**src/rtl/core/sql_text_tokenizer_defines.svh**
```systemverilog
// sql_text_tokenizer_defines.svh: assertion macros for the tokenizer.
// Needs a clock named clk and an active-low reset named arst_n in scope.
`ifndef SQL_TEXT_TOKENIZER_DEFINES_SVH
`define SQL_TEXT_TOKENIZER_DEFINES_SVH

// plain invariant, checked at every clock edge out of reset
`define SQLTOK_ASSERT(label, prop, msg) \
	label: assert property (@(posedge clk) disable iff (!arst_n) (prop)) else $error(msg);

// same-cycle implication
`define SQLTOK_ASSERT_IMPL(label, ante, cons, msg) \
	label: assert property (@(posedge clk) disable iff (!arst_n) (ante) |-> (cons)) \
		else $error(msg);

`endif

```
**src/rtl/core/sqltok_pkg.sv**
```systemverilog
// sqltok_pkg: result item type, token kind and status codes, character constants.
// No dependencies; used by the lexer, the result queue and the top level.
package sqltok_pkg;

	localparam logic [2:0] KIND_WORD   = 3'd0;
	localparam logic [2:0] KIND_NUMBER = 3'd1;
	localparam logic [2:0] KIND_STRING = 3'd2;
	localparam logic [2:0] KIND_PARAM  = 3'd3;
	localparam logic [2:0] KIND_PUNCT  = 3'd4;
	localparam logic [2:0] KIND_OPER   = 3'd5;

	localparam logic [1:0] STATUS_OK         = 2'd0;
	localparam logic [1:0] STATUS_BAD_CHAR   = 2'd1;
	localparam logic [1:0] STATUS_OPEN_QUOTE = 2'd2;

	localparam logic [7:0] CH_NEWLINE = 8'h0A;
	localparam logic [7:0] CH_SPACE   = 8'h20;
	localparam logic [7:0] CH_SQUOTE  = 8'h27;
	localparam logic [7:0] CH_DQUOTE  = 8'h22;
	localparam logic [7:0] CH_QMARK   = 8'h3F;
	localparam logic [7:0] CH_UNDER   = 8'h5F;
	localparam logic [7:0] CH_DOT     = 8'h2E;

	// result queue
	localparam int QUEUE_DEPTH = 4;
	localparam int QPTR_BITS   = $clog2(QUEUE_DEPTH);
	localparam int QCNT_BITS   = QPTR_BITS + 1;

	typedef struct packed {
		logic [2:0]  kind;
		logic        token_start;
		logic        token_end;
		logic        has_char;
		logic [7:0]  char_out;
		logic [15:0] line;
		logic [15:0] column;
		logic [1:0]  status;
		logic        text_done;
		logic        last_of_run;
	} result_t;

endpackage

```
**src/rtl/core/sqltok_lexer.sv**
```systemverilog
// sqltok_lexer: lexer state registers and the single-step next-state/result logic.
// Depends on sqltok_pkg. Gives up to two result items per step.
module sqltok_lexer #(
	parameter int POS_BITS = 16
) (
	input  logic                 clk,
	input  logic                 arst_n,
	input  logic                 step,
	input  logic                 command,
	input  logic [7:0]           char_in,
	output logic [1:0]           res_count,
	output sqltok_pkg::result_t  res0,
	output sqltok_pkg::result_t  res1
);
	import sqltok_pkg::*;

	localparam logic [2:0] MODE_IDLE   = 3'd0;
	localparam logic [2:0] MODE_WORD   = 3'd1;
	localparam logic [2:0] MODE_NUMBER = 3'd2;
	localparam logic [2:0] MODE_SQUOTE = 3'd3;
	localparam logic [2:0] MODE_DQUOTE = 3'd4;
	localparam logic [2:0] MODE_ERROR  = 3'd5;

	localparam logic [POS_BITS-1:0] POS_ONE = POS_BITS'(1);
	localparam logic [POS_BITS-1:0] POS_MAX = {POS_BITS{1'b1}};
	localparam logic [POS_BITS-1:0] OUT_MAX = POS_BITS'(17'h0FFFF);

	logic [2:0]          mode_q, mode_d;
	logic [POS_BITS-1:0] cur_line_q, cur_line_d, cur_col_q, cur_col_d;
	logic [POS_BITS-1:0] start_line_q, start_line_d, start_col_q, start_col_d;

	function automatic logic [POS_BITS-1:0] pos_inc(input logic [POS_BITS-1:0] v);
		return (v == POS_MAX) ? v : v + POS_ONE;
	endfunction

	// clamp to the 16-bit output field
	function automatic logic [15:0] sat16(input logic [POS_BITS-1:0] v);
		return (v > OUT_MAX) ? 16'hFFFF : 16'(v);
	endfunction

	function automatic result_t mk(input logic [2:0] kind, input logic st, input logic en,
			input logic hc, input logic [7:0] ch, input logic [POS_BITS-1:0] ln,
			input logic [POS_BITS-1:0] col, input logic [1:0] status, input logic done);
		result_t r;
		r.kind        = kind;
		r.token_start = st;
		r.token_end   = en;
		r.has_char    = hc;
		r.char_out    = hc ? ch : 8'h00;
		r.line        = sat16(ln);
		r.column      = sat16(col);
		r.status      = status;
		r.text_done   = done;
		r.last_of_run = 1'b0;
		return r;
	endfunction

	logic is_alpha, is_digit, is_space, is_punct, is_oper;
	assign is_alpha = (char_in inside {[8'h61:8'h7A], [8'h41:8'h5A]});
	assign is_digit = (char_in inside {[8'h30:8'h39]});
	assign is_space = (char_in == CH_SPACE) || (char_in inside {[8'h09:8'h0D]});
	assign is_punct = (char_in inside {8'h28, 8'h29, 8'h2C, 8'h3B});
	assign is_oper  = (char_in inside {8'h3D, 8'h3C, 8'h3E, 8'h2B, 8'h2D, 8'h2A, 8'h2F, 8'h25});

	// lexing of a byte from idle, shared by the idle case and the word/number end case
	logic                id_emit;
	logic [2:0]          id_mode;
	logic [POS_BITS-1:0] id_line, id_col, id_sline, id_scol;
	result_t             id_res;

	always_comb begin
		id_emit  = 1'b1;
		id_mode  = MODE_IDLE;
		id_line  = cur_line_q;
		id_col   = pos_inc(cur_col_q);
		id_sline = cur_line_q;
		id_scol  = cur_col_q;
		id_res   = mk(KIND_WORD, 1'b1, 1'b0, 1'b1, char_in, cur_line_q, cur_col_q,
				STATUS_OK, 1'b0);
		if (is_space) begin
			id_emit  = 1'b0;
			id_sline = start_line_q;
			id_scol  = start_col_q;
			if (char_in == CH_NEWLINE) begin
				id_line = pos_inc(cur_line_q);
				id_col  = POS_ONE;
			end
		end else if (is_alpha || char_in == CH_UNDER) begin
			id_mode = MODE_WORD;
		end else if (is_digit) begin
			id_mode     = MODE_NUMBER;
			id_res.kind = KIND_NUMBER;
		end else if (char_in == CH_SQUOTE) begin
			id_mode = MODE_SQUOTE;
			id_res  = mk(KIND_STRING, 1'b1, 1'b0, 1'b0, char_in, cur_line_q, cur_col_q,
					STATUS_OK, 1'b0);
		end else if (char_in == CH_DQUOTE) begin
			id_mode = MODE_DQUOTE;
			id_res  = mk(KIND_WORD, 1'b1, 1'b0, 1'b0, char_in, cur_line_q, cur_col_q,
					STATUS_OK, 1'b0);
		end else if (char_in == CH_QMARK) begin
			id_res.kind      = KIND_PARAM;
			id_res.token_end = 1'b1;
		end else if (is_punct || is_oper) begin
			id_res.kind      = is_punct ? KIND_PUNCT : KIND_OPER;
			id_res.token_end = 1'b1;
		end else begin
			id_mode = MODE_ERROR;
			id_col  = cur_col_q;
			id_res  = mk(KIND_WORD, 1'b0, 1'b0, 1'b0, char_in, cur_line_q, cur_col_q,
					STATUS_BAD_CHAR, 1'b0);
		end
	end

	logic [2:0] kind_wn, kind_quote;
	logic       more_wn;
	logic [7:0] quote_ch;
	assign kind_wn    = (mode_q == MODE_WORD) ? KIND_WORD : KIND_NUMBER;
	assign more_wn    = (mode_q == MODE_WORD) ? (is_alpha || is_digit || char_in == CH_UNDER)
			: (is_digit || char_in == CH_DOT);
	assign quote_ch   = (mode_q == MODE_SQUOTE) ? CH_SQUOTE : CH_DQUOTE;
	assign kind_quote = (mode_q == MODE_SQUOTE) ? KIND_STRING : KIND_WORD;

	always_comb begin
		mode_d       = mode_q;
		cur_line_d   = cur_line_q;
		cur_col_d    = cur_col_q;
		start_line_d = start_line_q;
		start_col_d  = start_col_q;
		res_count    = 2'd0;
		res0         = '0;
		res1         = '0;
		if (command) begin
			res_count = 2'd1;
			case (mode_q)
				MODE_WORD, MODE_NUMBER: begin
					res0 = mk(kind_wn, 1'b0, 1'b1, 1'b0, char_in, start_line_q, start_col_q,
							STATUS_OK, 1'b1);
				end
				MODE_SQUOTE, MODE_DQUOTE: begin
					res0 = mk(KIND_WORD, 1'b0, 1'b0, 1'b0, char_in, start_line_q,
							start_col_q, STATUS_OPEN_QUOTE, 1'b1);
				end
				default: begin
					res0 = mk(KIND_WORD, 1'b0, 1'b0, 1'b0, char_in, cur_line_q, cur_col_q,
							STATUS_OK, 1'b1);
				end
			endcase
			mode_d       = MODE_IDLE;
			cur_line_d   = POS_ONE;
			cur_col_d    = POS_ONE;
			start_line_d = POS_ONE;
			start_col_d  = POS_ONE;
		end else begin
			case (mode_q)
				MODE_WORD, MODE_NUMBER: begin
					if (more_wn) begin
						res_count = 2'd1;
						res0 = mk(kind_wn, 1'b0, 1'b0, 1'b1, char_in, start_line_q,
								start_col_q, STATUS_OK, 1'b0);
						cur_col_d = pos_inc(cur_col_q);
					end else begin
						// end marker, then the byte is lexed from idle
						res_count    = id_emit ? 2'd2 : 2'd1;
						res0 = mk(kind_wn, 1'b0, 1'b1, 1'b0, char_in, start_line_q,
								start_col_q, STATUS_OK, 1'b0);
						res1         = id_res;
						mode_d       = id_mode;
						cur_line_d   = id_line;
						cur_col_d    = id_col;
						start_line_d = id_sline;
						start_col_d  = id_scol;
					end
				end
				MODE_SQUOTE, MODE_DQUOTE: begin
					res_count = 2'd1;
					cur_col_d = pos_inc(cur_col_q);
					if (char_in == quote_ch) begin
						mode_d = MODE_IDLE;
						res0 = mk(kind_quote, 1'b0, 1'b1, 1'b0, char_in, start_line_q,
								start_col_q, STATUS_OK, 1'b0);
					end else begin
						res0 = mk(kind_quote, 1'b0, 1'b0, 1'b1, char_in, start_line_q,
								start_col_q, STATUS_OK, 1'b0);
					end
				end
				MODE_IDLE: begin
					res_count    = id_emit ? 2'd1 : 2'd0;
					res0         = id_res;
					mode_d       = id_mode;
					cur_line_d   = id_line;
					cur_col_d    = id_col;
					start_line_d = id_sline;
					start_col_d  = id_scol;
				end
				default: begin
					// error: swallow bytes until end of text
				end
			endcase
		end
		if (res_count == 2'd1)
			res0.last_of_run = 1'b1;
		if (res_count == 2'd2)
			res1.last_of_run = 1'b1;
	end

	always_ff @(posedge clk or negedge arst_n) begin
		if (!arst_n) begin
			mode_q       <= MODE_IDLE;
			cur_line_q   <= POS_ONE;
			cur_col_q    <= POS_ONE;
			start_line_q <= POS_ONE;
			start_col_q  <= POS_ONE;
		end else if (step) begin
			mode_q       <= mode_d;
			cur_line_q   <= cur_line_d;
			cur_col_q    <= cur_col_d;
			start_line_q <= start_line_d;
			start_col_q  <= start_col_d;
		end
	end

endmodule

```
**src/rtl/core/sqltok_queue.sv**
```systemverilog
// sqltok_queue: four-entry result queue, takes zero, one or two items per cycle.
// Depends on sqltok_pkg.
module sqltok_queue (
	input  logic                             clk,
	input  logic                             arst_n,
	input  logic [1:0]                       push_count,
	input  sqltok_pkg::result_t              push0,
	input  sqltok_pkg::result_t              push1,
	input  logic                             pop,
	output sqltok_pkg::result_t              head,
	output logic [sqltok_pkg::QCNT_BITS-1:0] count
);
	import sqltok_pkg::*;

	result_t              mem_q [QUEUE_DEPTH];
	logic [QPTR_BITS-1:0] wr_ptr_q, rd_ptr_q;
	logic [QCNT_BITS-1:0] count_q;

	always_ff @(posedge clk) begin
		if (push_count != 2'd0)
			mem_q[wr_ptr_q] <= push0;
		if (push_count == 2'd2)
			mem_q[wr_ptr_q + QPTR_BITS'(1)] <= push1;
	end

	always_ff @(posedge clk or negedge arst_n) begin
		if (!arst_n) begin
			wr_ptr_q <= '0;
			rd_ptr_q <= '0;
			count_q  <= '0;
		end else begin
			wr_ptr_q <= wr_ptr_q + QPTR_BITS'(push_count);
			rd_ptr_q <= rd_ptr_q + QPTR_BITS'(pop);
			count_q  <= count_q + QCNT_BITS'(push_count) - QCNT_BITS'(pop);
		end
	end

	assign head  = mem_q[rd_ptr_q];
	assign count = count_q;

endmodule

```
**src/rtl/core/sql_text_tokenizer.sv**
```systemverilog
// sql_text_tokenizer: top level of the streaming SQL tokenizer.
// Depends on sqltok_pkg, sqltok_lexer, sqltok_queue and sql_text_tokenizer_defines.svh.
//
// Use:
//  - Input channel (valid, stall, command, char_in): one item per text byte
//    (command 0) or an end-of-text command (command 1). Taken when valid is
//    high and stall is low.
//  - Result channel (res_valid, res_stall, kind ... last_of_run): one token
//    fragment per item; a token is a start item, its text bytes, an end item.
//  - Path: an accepted item is held in the input register and lexed from
//    there once the queue has room; its results go to the result queue.
//  - Throughput: one input item per cycle while results drain. A byte that
//    ends a word or number can give two results; the result port sends one
//    per cycle, so the second result waits in the queue. The four-entry
//    result queue and its count set when the lexer may step.
//  - Stall: when res_stall is held, the queue fills, the lexer holds its
//    item and stall is raised toward the sender. Nothing is dropped.
//  - Reset: queue empty, lexer idle, line and column back to 1.
//  - Tokens sent before an error result are not withdrawn; the consumer
//    discards them.
`include "sql_text_tokenizer_defines.svh"

module sql_text_tokenizer #(
	parameter int POS_BITS = 16
) (
	input  logic        clk,
	input  logic        arst_n,
	// input items
	input  logic        valid,
	output logic        stall,
	input  logic        command,
	input  logic [7:0]  char_in,
	// result items
	output logic        res_valid,
	input  logic        res_stall,
	output logic [2:0]  kind,
	output logic        token_start,
	output logic        token_end,
	output logic        has_char,
	output logic [7:0]  char_out,
	output logic [15:0] line,
	output logic [15:0] column,
	output logic [1:0]  status,
	output logic        text_done,
	output logic        last_of_run
);
	import sqltok_pkg::*;

	localparam int CNT_BITS = QCNT_BITS;

	// input register
	logic       valid_s1;
	logic       command_s1;
	logic [7:0] char_s1;

	// lexer step and queue status
	logic                lex_step;
	logic                room;
	logic [1:0]          lex_count;
	result_t             lex_res0, lex_res1, head;
	logic [CNT_BITS-1:0] q_count;
	logic                pop;

	// step only when the queue can take the worst case of two results
	assign room     = (q_count <= CNT_BITS'(QUEUE_DEPTH - 2));
	assign lex_step = valid_s1 && room;
	assign stall    = valid_s1 && !room;

	always_ff @(posedge clk or negedge arst_n) begin
		if (!arst_n) begin
			valid_s1 <= 1'b0;
		end else if (!stall) begin
			valid_s1 <= valid;
		end
	end

	always_ff @(posedge clk) begin
		if (valid && !stall) begin
			command_s1 <= command;
			char_s1    <= char_in;
		end
	end

	sqltok_lexer #(
		.POS_BITS(POS_BITS)
	) u_lexer (
		.clk      (clk),
		.arst_n   (arst_n),
		.step     (lex_step),
		.command  (command_s1),
		.char_in  (char_s1),
		.res_count(lex_count),
		.res0     (lex_res0),
		.res1     (lex_res1)
	);

	sqltok_queue u_queue (
		.clk       (clk),
		.arst_n    (arst_n),
		.push_count(lex_step ? lex_count : 2'd0),
		.push0     (lex_res0),
		.push1     (lex_res1),
		.pop       (pop),
		.head      (head),
		.count     (q_count)
	);

	assign res_valid   = (q_count != '0);
	assign pop         = res_valid && !res_stall;

	assign kind        = head.kind;
	assign token_start = head.token_start;
	assign token_end   = head.token_end;
	assign has_char    = head.has_char;
	assign char_out    = head.char_out;
	assign line        = head.line;
	assign column      = head.column;
	assign status      = head.status;
	assign text_done   = head.text_done;
	assign last_of_run = head.last_of_run;

	// queue never overfills
	`SQLTOK_ASSERT(a_queue_bound, q_count <= CNT_BITS'(QUEUE_DEPTH), "result queue overflow")
	// only a text byte can give two results
	`SQLTOK_ASSERT_IMPL(a_two_only_byte, lex_step && lex_count == 2'd2, !command_s1,
		"two results from end of text")
	// end of text is always the last result of its item
	`SQLTOK_ASSERT_IMPL(a_done_last, res_valid && text_done, last_of_run,
		"text_done result not last of run")

endmodule
```
**config.mk**
```make
export PLATFORM = sky130hd
export DESIGN_NAME = sql_text_tokenizer
export DESIGN_NICKNAME = d
export VERILOG_FILES = /design/src/rtl/core/sqltok_pkg.sv /design/src/rtl/core/sqltok_lexer.sv /design/src/rtl/core/sqltok_queue.sv /design/src/rtl/core/sql_text_tokenizer.sv
export VERILOG_INCLUDE_DIRS = /design/src /design/src/rtl/core
export SDC_FILE = /design/constraint.sdc
export NUM_CORES = 1
export LEC_CHECK = 0
export BUFFER_PORTS_ARGS = -buffer_cell sky130_fd_sc_hd__buf_2
export CAP_MARGIN = 20
export CORE_UTILIZATION = 25
export DETAILED_ROUTE_END_ITERATION = 7
export GPL_ROUTABILITY_DRIVEN = 0
export GPL_TIMING_DRIVEN = 0
export SYNTH_ARGS = -nofsm -noshare
export SYNTH_HDL_FRONTEND = slang
export SYNTH_SLANG_ARGS = --single-unit
```
**constraint.sdc**
```tcl
create_clock -name clk -period 4.5 [get_ports clk]
set_clock_uncertainty 0.2 [all_clocks]
set_input_delay 0.675 -clock clk [delete_from_list [all_inputs] [get_ports clk]]
set_output_delay 0.675 -clock clk [all_outputs]
set_load 0.01 [all_outputs]
```
# [After elaboration in Yosys (flattened, before gate mapping)]
# Memories as Yosys holds them, arrays and structs flattened.
# Index checks and enable logic that the tools add are counted.
[word_totals] reg_bits=84 ram_bits=200 in_bits=13 out_inout_bits=52 elab_cells=171 memories=1
[classes] addsub=7 magnitude_cmp=13 eq_ne=31 n_mux=78 n_reduce_logical=30
[memory_table] memory="u_queue.mem_q" words=4 word_bits=50 rd=1 rd_ports_with_merged_regs=0 wr=2 line="sqltok_queue.sv:15" rtl="result_t mem_q [QUEUE_DEPTH];"
[op_table] operator="2-to-1 mux 16 bit" n=26
[op_table] operator="2-to-1 mux 50 bit" n=8
[op_table] operator="case mux 50 bit (3 select lines)" n=1
[op_table] operator="== test 8 x 6 -> 1 bit, second input constant" n=17
[op_table] operator="case mux 16 bit (2 select lines)" n=3
[op_table] operator="case mux 48 bit (2 select lines)" n=1
[op_table] operator="2-to-1 mux 46 bit" n=2
[op_table] operator="2-to-1 mux 45 bit" n=2
[op_table] operator="> comparator 16 bit, second input constant" n=4
[op_table] operator="case mux 16 bit (3 select lines)" n=1
[op_table] operator="2-to-1 mux 47 bit" n=1
[op_table] operator="2-to-1 mux 3 bit" n=14
[op_table] operator="adder 16 x 1 -> 16 bit, second input constant" n=2
[op_table] operator="== test 16 bit, second input constant" n=2
[op_table] operator="greater-or-equal comparator 8 x 7 -> 1 bit, second input constant" n=2
[op_table] operator="less-or-equal comparator 8 x 7 -> 1 bit, second input constant" n=2
[op_table] operator="2-to-1 mux 1 bit" n=12
[op_table] operator="2-to-1 mux 2 bit" n=5
[op_table] operator="case mux 3 bit (3 select lines)" n=1
[op_table] operator="== test 8 x 4 -> 1 bit, second input constant" n=1
[op_table] operator="== test 8 x 7 -> 1 bit, second input constant" n=1
[op_table] operator="== test 8 bit" n=1
[op_table] operator="greater-or-equal comparator 8 x 4 -> 1 bit, second input constant" n=1
[op_table] operator="greater-or-equal comparator 8 x 6 -> 1 bit, second input constant" n=1
[op_table] operator="other kinds (28)" n=48

# [Depth between registers and ports, before layout]
[depth] depth_word=14 depth_mapped=16 ltp_nobuf=14

# [Hierarchy]
# From an unflattened synthesis, not the netlist that was laid out.
[hier_totals] hier_cells=1283 area_unflattened_um2=16424.5
[modules_own_cells] mod="sqltok_queue" instances=1 cells_each=521 area_each_um2=10445.0 seq_area_each_um2=6180.9
[modules_own_cells] mod="sqltok_lexer" instances=1 cells_each=742 area_each_um2=5592.9 seq_area_each_um2=1681.6
[modules_own_cells] mod="sql_text_tokenizer" instances=1 cells_each=20 area_each_um2=386.6 seq_area_each_um2=295.3

# [Least setup slack after synthesis]
# No wires, ideal clock.
[synth_timing] path_type="reg-to-reg" from="register char_s1[0]" to="memory u_queue.mem_q[3][0] in the netlist's numbering (enable)" setup_ns=0.402 t_arrival_ns=3.004 required_ns=3.898 path_slack_ns=0.894 path_stages_with_launch=11 path_buffers=3 period_less_slack_ns=3.606 path_cell_list="edfxtp_1 -> buf_2 -> and4b_1 -> a211oi_1 -> or4b_2 -> buf_2 -> nand4_2 -> buf_6 -> nor2_1 -> nor2_1 -> inv_1"
[synth_lines] item="start, declared" line="sql_text_tokenizer.sv:54" rtl="logic [7:0] char_s1;"
[synth_lines] item="start signal, assigned" line="sql_text_tokenizer.sv:80" rtl="char_s1 <= char_in;"
[synth_lines] item="end, declared" line="sqltok_queue.sv:15"

==> flow_summary_export.csv <==
group,metric,value,unit
cts,clock_path_buffers,3,
place,port_buffers,64,
power,totalPowerFinal,0.0116,W
run,cap_violations,0,
yosys,synth_flop_cell,"edfxtp_1",
power,seqPwrFrac,32.6,%
power,clockPowerShare,22.3,%
timing,max_slew_margin,30.4,%
yosys,ys_seq_elements,284,
detailed_routing,drt-total-wl,48.8,mm
yosys,synth_fa_ha_area_share,0.704,%
yosys,synth.area.mux_share,9.67,%
floorplan,dieArea,62100,um2
worst_setup_path,reg2reg_to,"u_queue.mem_q[3][29]$_DFFE_PP_",
timing,period_needed,4.12,ns
power,vdd_drop_max,352,uV
floorplan,io_pins,65,
floorplan,fp.dieW,249,um
worst_setup_path,critPathKind,"reg2reg",
cts,cts_tree,"done",
worst_setup_path,endpoint,"u_queue.mem_q[3][29]$_DFFE_PP_",
layout,multiInputGateArea,6510,um2
detailed_routing,wire_per_inst,22.4,um
yosys,synth-simple-area-share,10.0,%
place,pre_cts_ws,0.425,ns
worst_setup_path,reg2reg_slack,0.38,ns
cts,ctsHtreeMaxLevel,1,
worst_hold_path,min-delay-path-class,"in2reg",
yosys,synth_xor_area_share,1.20,%
yosys,yosysTopAreaCellShare,39.5,%
status,status,"finished clean",
yosys,synth_nets,1289,
worst_setup_path,crit_fanout,25,
global_route,grtUsageTotal,15.3,%
timing,slew_violations,0,
timing,rsz0062_at_grt,"no",
power,comb_power_share,45.1,%
worst_setup_path,cp-start-kind,"flip-flop",
timing,finalHoldViolations,0,
yosys,synth.distinct_cells,81,
detailed_routing,drc_errors,0,
power,p_sw_share,41.4,%
layout,final_nets,1392,
timing,timing.final.ws_setup,0.385,ns
timing,holdWs,0.0805,ns
yosys,synth_edf_count,201,
worst_setup_path,reg2regPathDepth,11,
cts,clkTransAtPathRegs,0.06,ns
timing,worstMarginPinSlew,1.04,ns
cts,cts_sinks,284,
floorplan,row_count,90,
layout,antenna_cells,0,
timing,max_freq,243,MHz
floorplan,die_h,249,um
yosys,ys_seq_area_share,52.9,%
layout,final_area,17700,um2
global_route,grt_max_degree,57,
worst_setup_path,crit_required,4.57,ns
power,leakage,6.17,nW
power,p_sw,0.00479,W
layout,fin_cells,2176,
worst_hold_path,min_path_cells,1,
worst_setup_path,worstReg2RegStart,"char_s1[2]$_DFFE_PP_",
yosys,synthArstFlopShare,26.4,%
yosys,syn_avg_cell_area,12.0,um2
layout,seqCellArea,8080,um2
timing,period_share,91.5,%
detailed_routing,num_vias,12100,
worst_setup_path,endpoint_kind,"flip-flop",
place,post_dp_cell_area,16700,um2
yosys,yosys_warnings,0,
place,post-dp-hpwl,33.4,mm
detailed_routing,first_iter_violations,1312,
floorplan,initial_core_util,25.3,%
yosys,synth_compound_area_share,21.0,%
yosys,synth_top_family_by_area,"compound AO/OA/AOI/OAI gates",
worst_setup_path,arrival,4.18,ns
yosys,syn-cell-area,15300,um2
cts,cts-root-buf,"clkbuf_16",
worst_setup_path,crit_start,"char_s1[2]$_DFFE_PP_",
timing,finalSetupViolCount,0,
yosys,synthTopCellsByCount,"edfxtp_1 (201), a32o_1 (134), clkbuf_1 (97)",
layout,fill_cells,6208,
layout,syn2layout_area_growth,16.0,%
global_route,grt_pass1_wl,73.7,mm
detailed_routing,dr.pass1.iters,6,
cts,post_cts_resized,0,
yosys,synth_area_leaders,"edfxtp_1 (40%), dfrtp_1 (12%), a32o_1 (8.8%)",
global_route,overflow,0,
power,pwr_density_cell,653,nW/um2
global_route,first_global_vias,11900,
cts,cts-buffers-inserted,29,
global_route,antenna_found_initial,2,
layout,drive_gt1_share,16.9,%
yosys,synth_largest_area_cell,"edfxtp_1",
place,place_inst,2119,
detailed_routing,viasPerCell,5.57,
floorplan,core,60400,um2
cts,clk_latency,0.60,ns
yosys,synth_most_common_cell,"edfxtp_1",
power,p_int,0.00678,W
detailed_routing,ant_nets,0,
yosys,synth_cells,1268,
[per-stage QoR]
step	TNS [ns]	utilization [%]
2_1_floorplan	0	-
3_3_place_gp	-107.26	27.5
3_5_place_dp	0	27.6
4_1_cts	0	29.3
5_1_grt	0	29.4
6_report	0	29.4
[cell type report]
cell class,instances,share of cell area (%)
flip-flops and latches,284,45.6
multi-input cells,818,36.7
well taps,782,5.52
clock buffers,44,4.75
plain buffers,139,3.32
repair buffers,72,2.60
clock inverters,10,0.946
inverters,27,0.572
[timing repair]
action	in CTS	in global routing
buffers inserted	0	0
hold buffers	1	0
hold endpoints to repair	19	0
[sequential cells by signal, summed over array words and instances, names as in the netlist]
signal,cells
u_queue.mem_q,200
u_lexer.cur_col_q,16
u_lexer.cur_line_q,16
u_lexer.start_col_q,16
u_lexer.start_line_q,16
char_s1,8
u_lexer.mode_q,3
u_queue.count,3
u_queue.rd_ptr_q,2
u_queue.wr_ptr_q,2
command_s1,1
valid_s1,1
[worst max-delay path: stages, from the launching register on]
cell and delay [ns]:
edfxtp_1 0.31, buf_2 0.20, clkinv_1 0.34, a211oi_1 0.44, or4b_2 0.19, buf_2 0.24
nand4_2 0.16, buf_6 0.19, nor2_1 0.46, nor2_1 0.18, inv_2 0.57, buf_12 0.30
[worst min-delay path by stage]
stage / start / to / slack, ns
final: char_in[5] / char_s1[5]$_DFFE_PP_ / 0.08
after global routing: char_in[5] / char_s1[5]$_DFFE_PP_ / 0.07
after CTS: char_in[5] / char_s1[5]$_DFFE_PP_ / 0.06
after detailed placement: u_queue.mem_q[3][1]$_SDFFE_PP0N_ / u_queue.mem_q[3][1]$_SDFFE_PP0N_ / 0.26
after global placement: u_queue.mem_q[2][3]$_SDFFE_PP0P_ / u_queue.mem_q[2][3]$_SDFFE_PP0P_ / 0.24
after floorplan: arst_n / u_lexer.cur_col_q[10]$_DFFE_PN0P_ / 0.18
[layout by cell type (no fill, tap or decap), types with 21 or more instances in the layout]
cell type / n
a32o_1: 134
nand3_1: 23
a221oi_1: 33
nand2_1: 72
clkbuf_16: 29
nor2_1: 84
inv_1: 21
mux2i_1: 34
a22o_1: 38
clkbuf_1: 106
a21oi_1: 64
dfrtp_1: 71
mux4_2: 50
buf_2: 99
o21ai_0: 48
edfxtp_1: 201
[metal layers]
layer	up-vias	routed length (um)	global-route usage [%]
met3	96	3730	1.78
met4	4	1580	6.26
met5	-	27	0
li1	5295	-	-
met1	6137	19900	20.0
met2	593	23600	25.5
[power groups by stage]
stage	sequential (W)	clock, W	combinational [W]
6_report	0.00377	0.00258	0.00522
5_1_grt	0.00382	0.00268	0.00559
4_1_cts	0.00377	0.00260	0.00520
3_5_place_dp	0.00382	0	0.00518
3_3_place_gp	0.00382	0	0.00503
2_1_floorplan	0.00375	0	0.00330
[cells by family after synthesis]
family                     after synthesis
adders and majority gates                8
and+or+nand+nor                        303
DFF                                    284
xor gates and xnor gates                21
buffers and inverters                  166
muxes                                   85
AOI/OAI and AO/OA                      401
No activity file was read; power rests on OpenSTA's default activity.
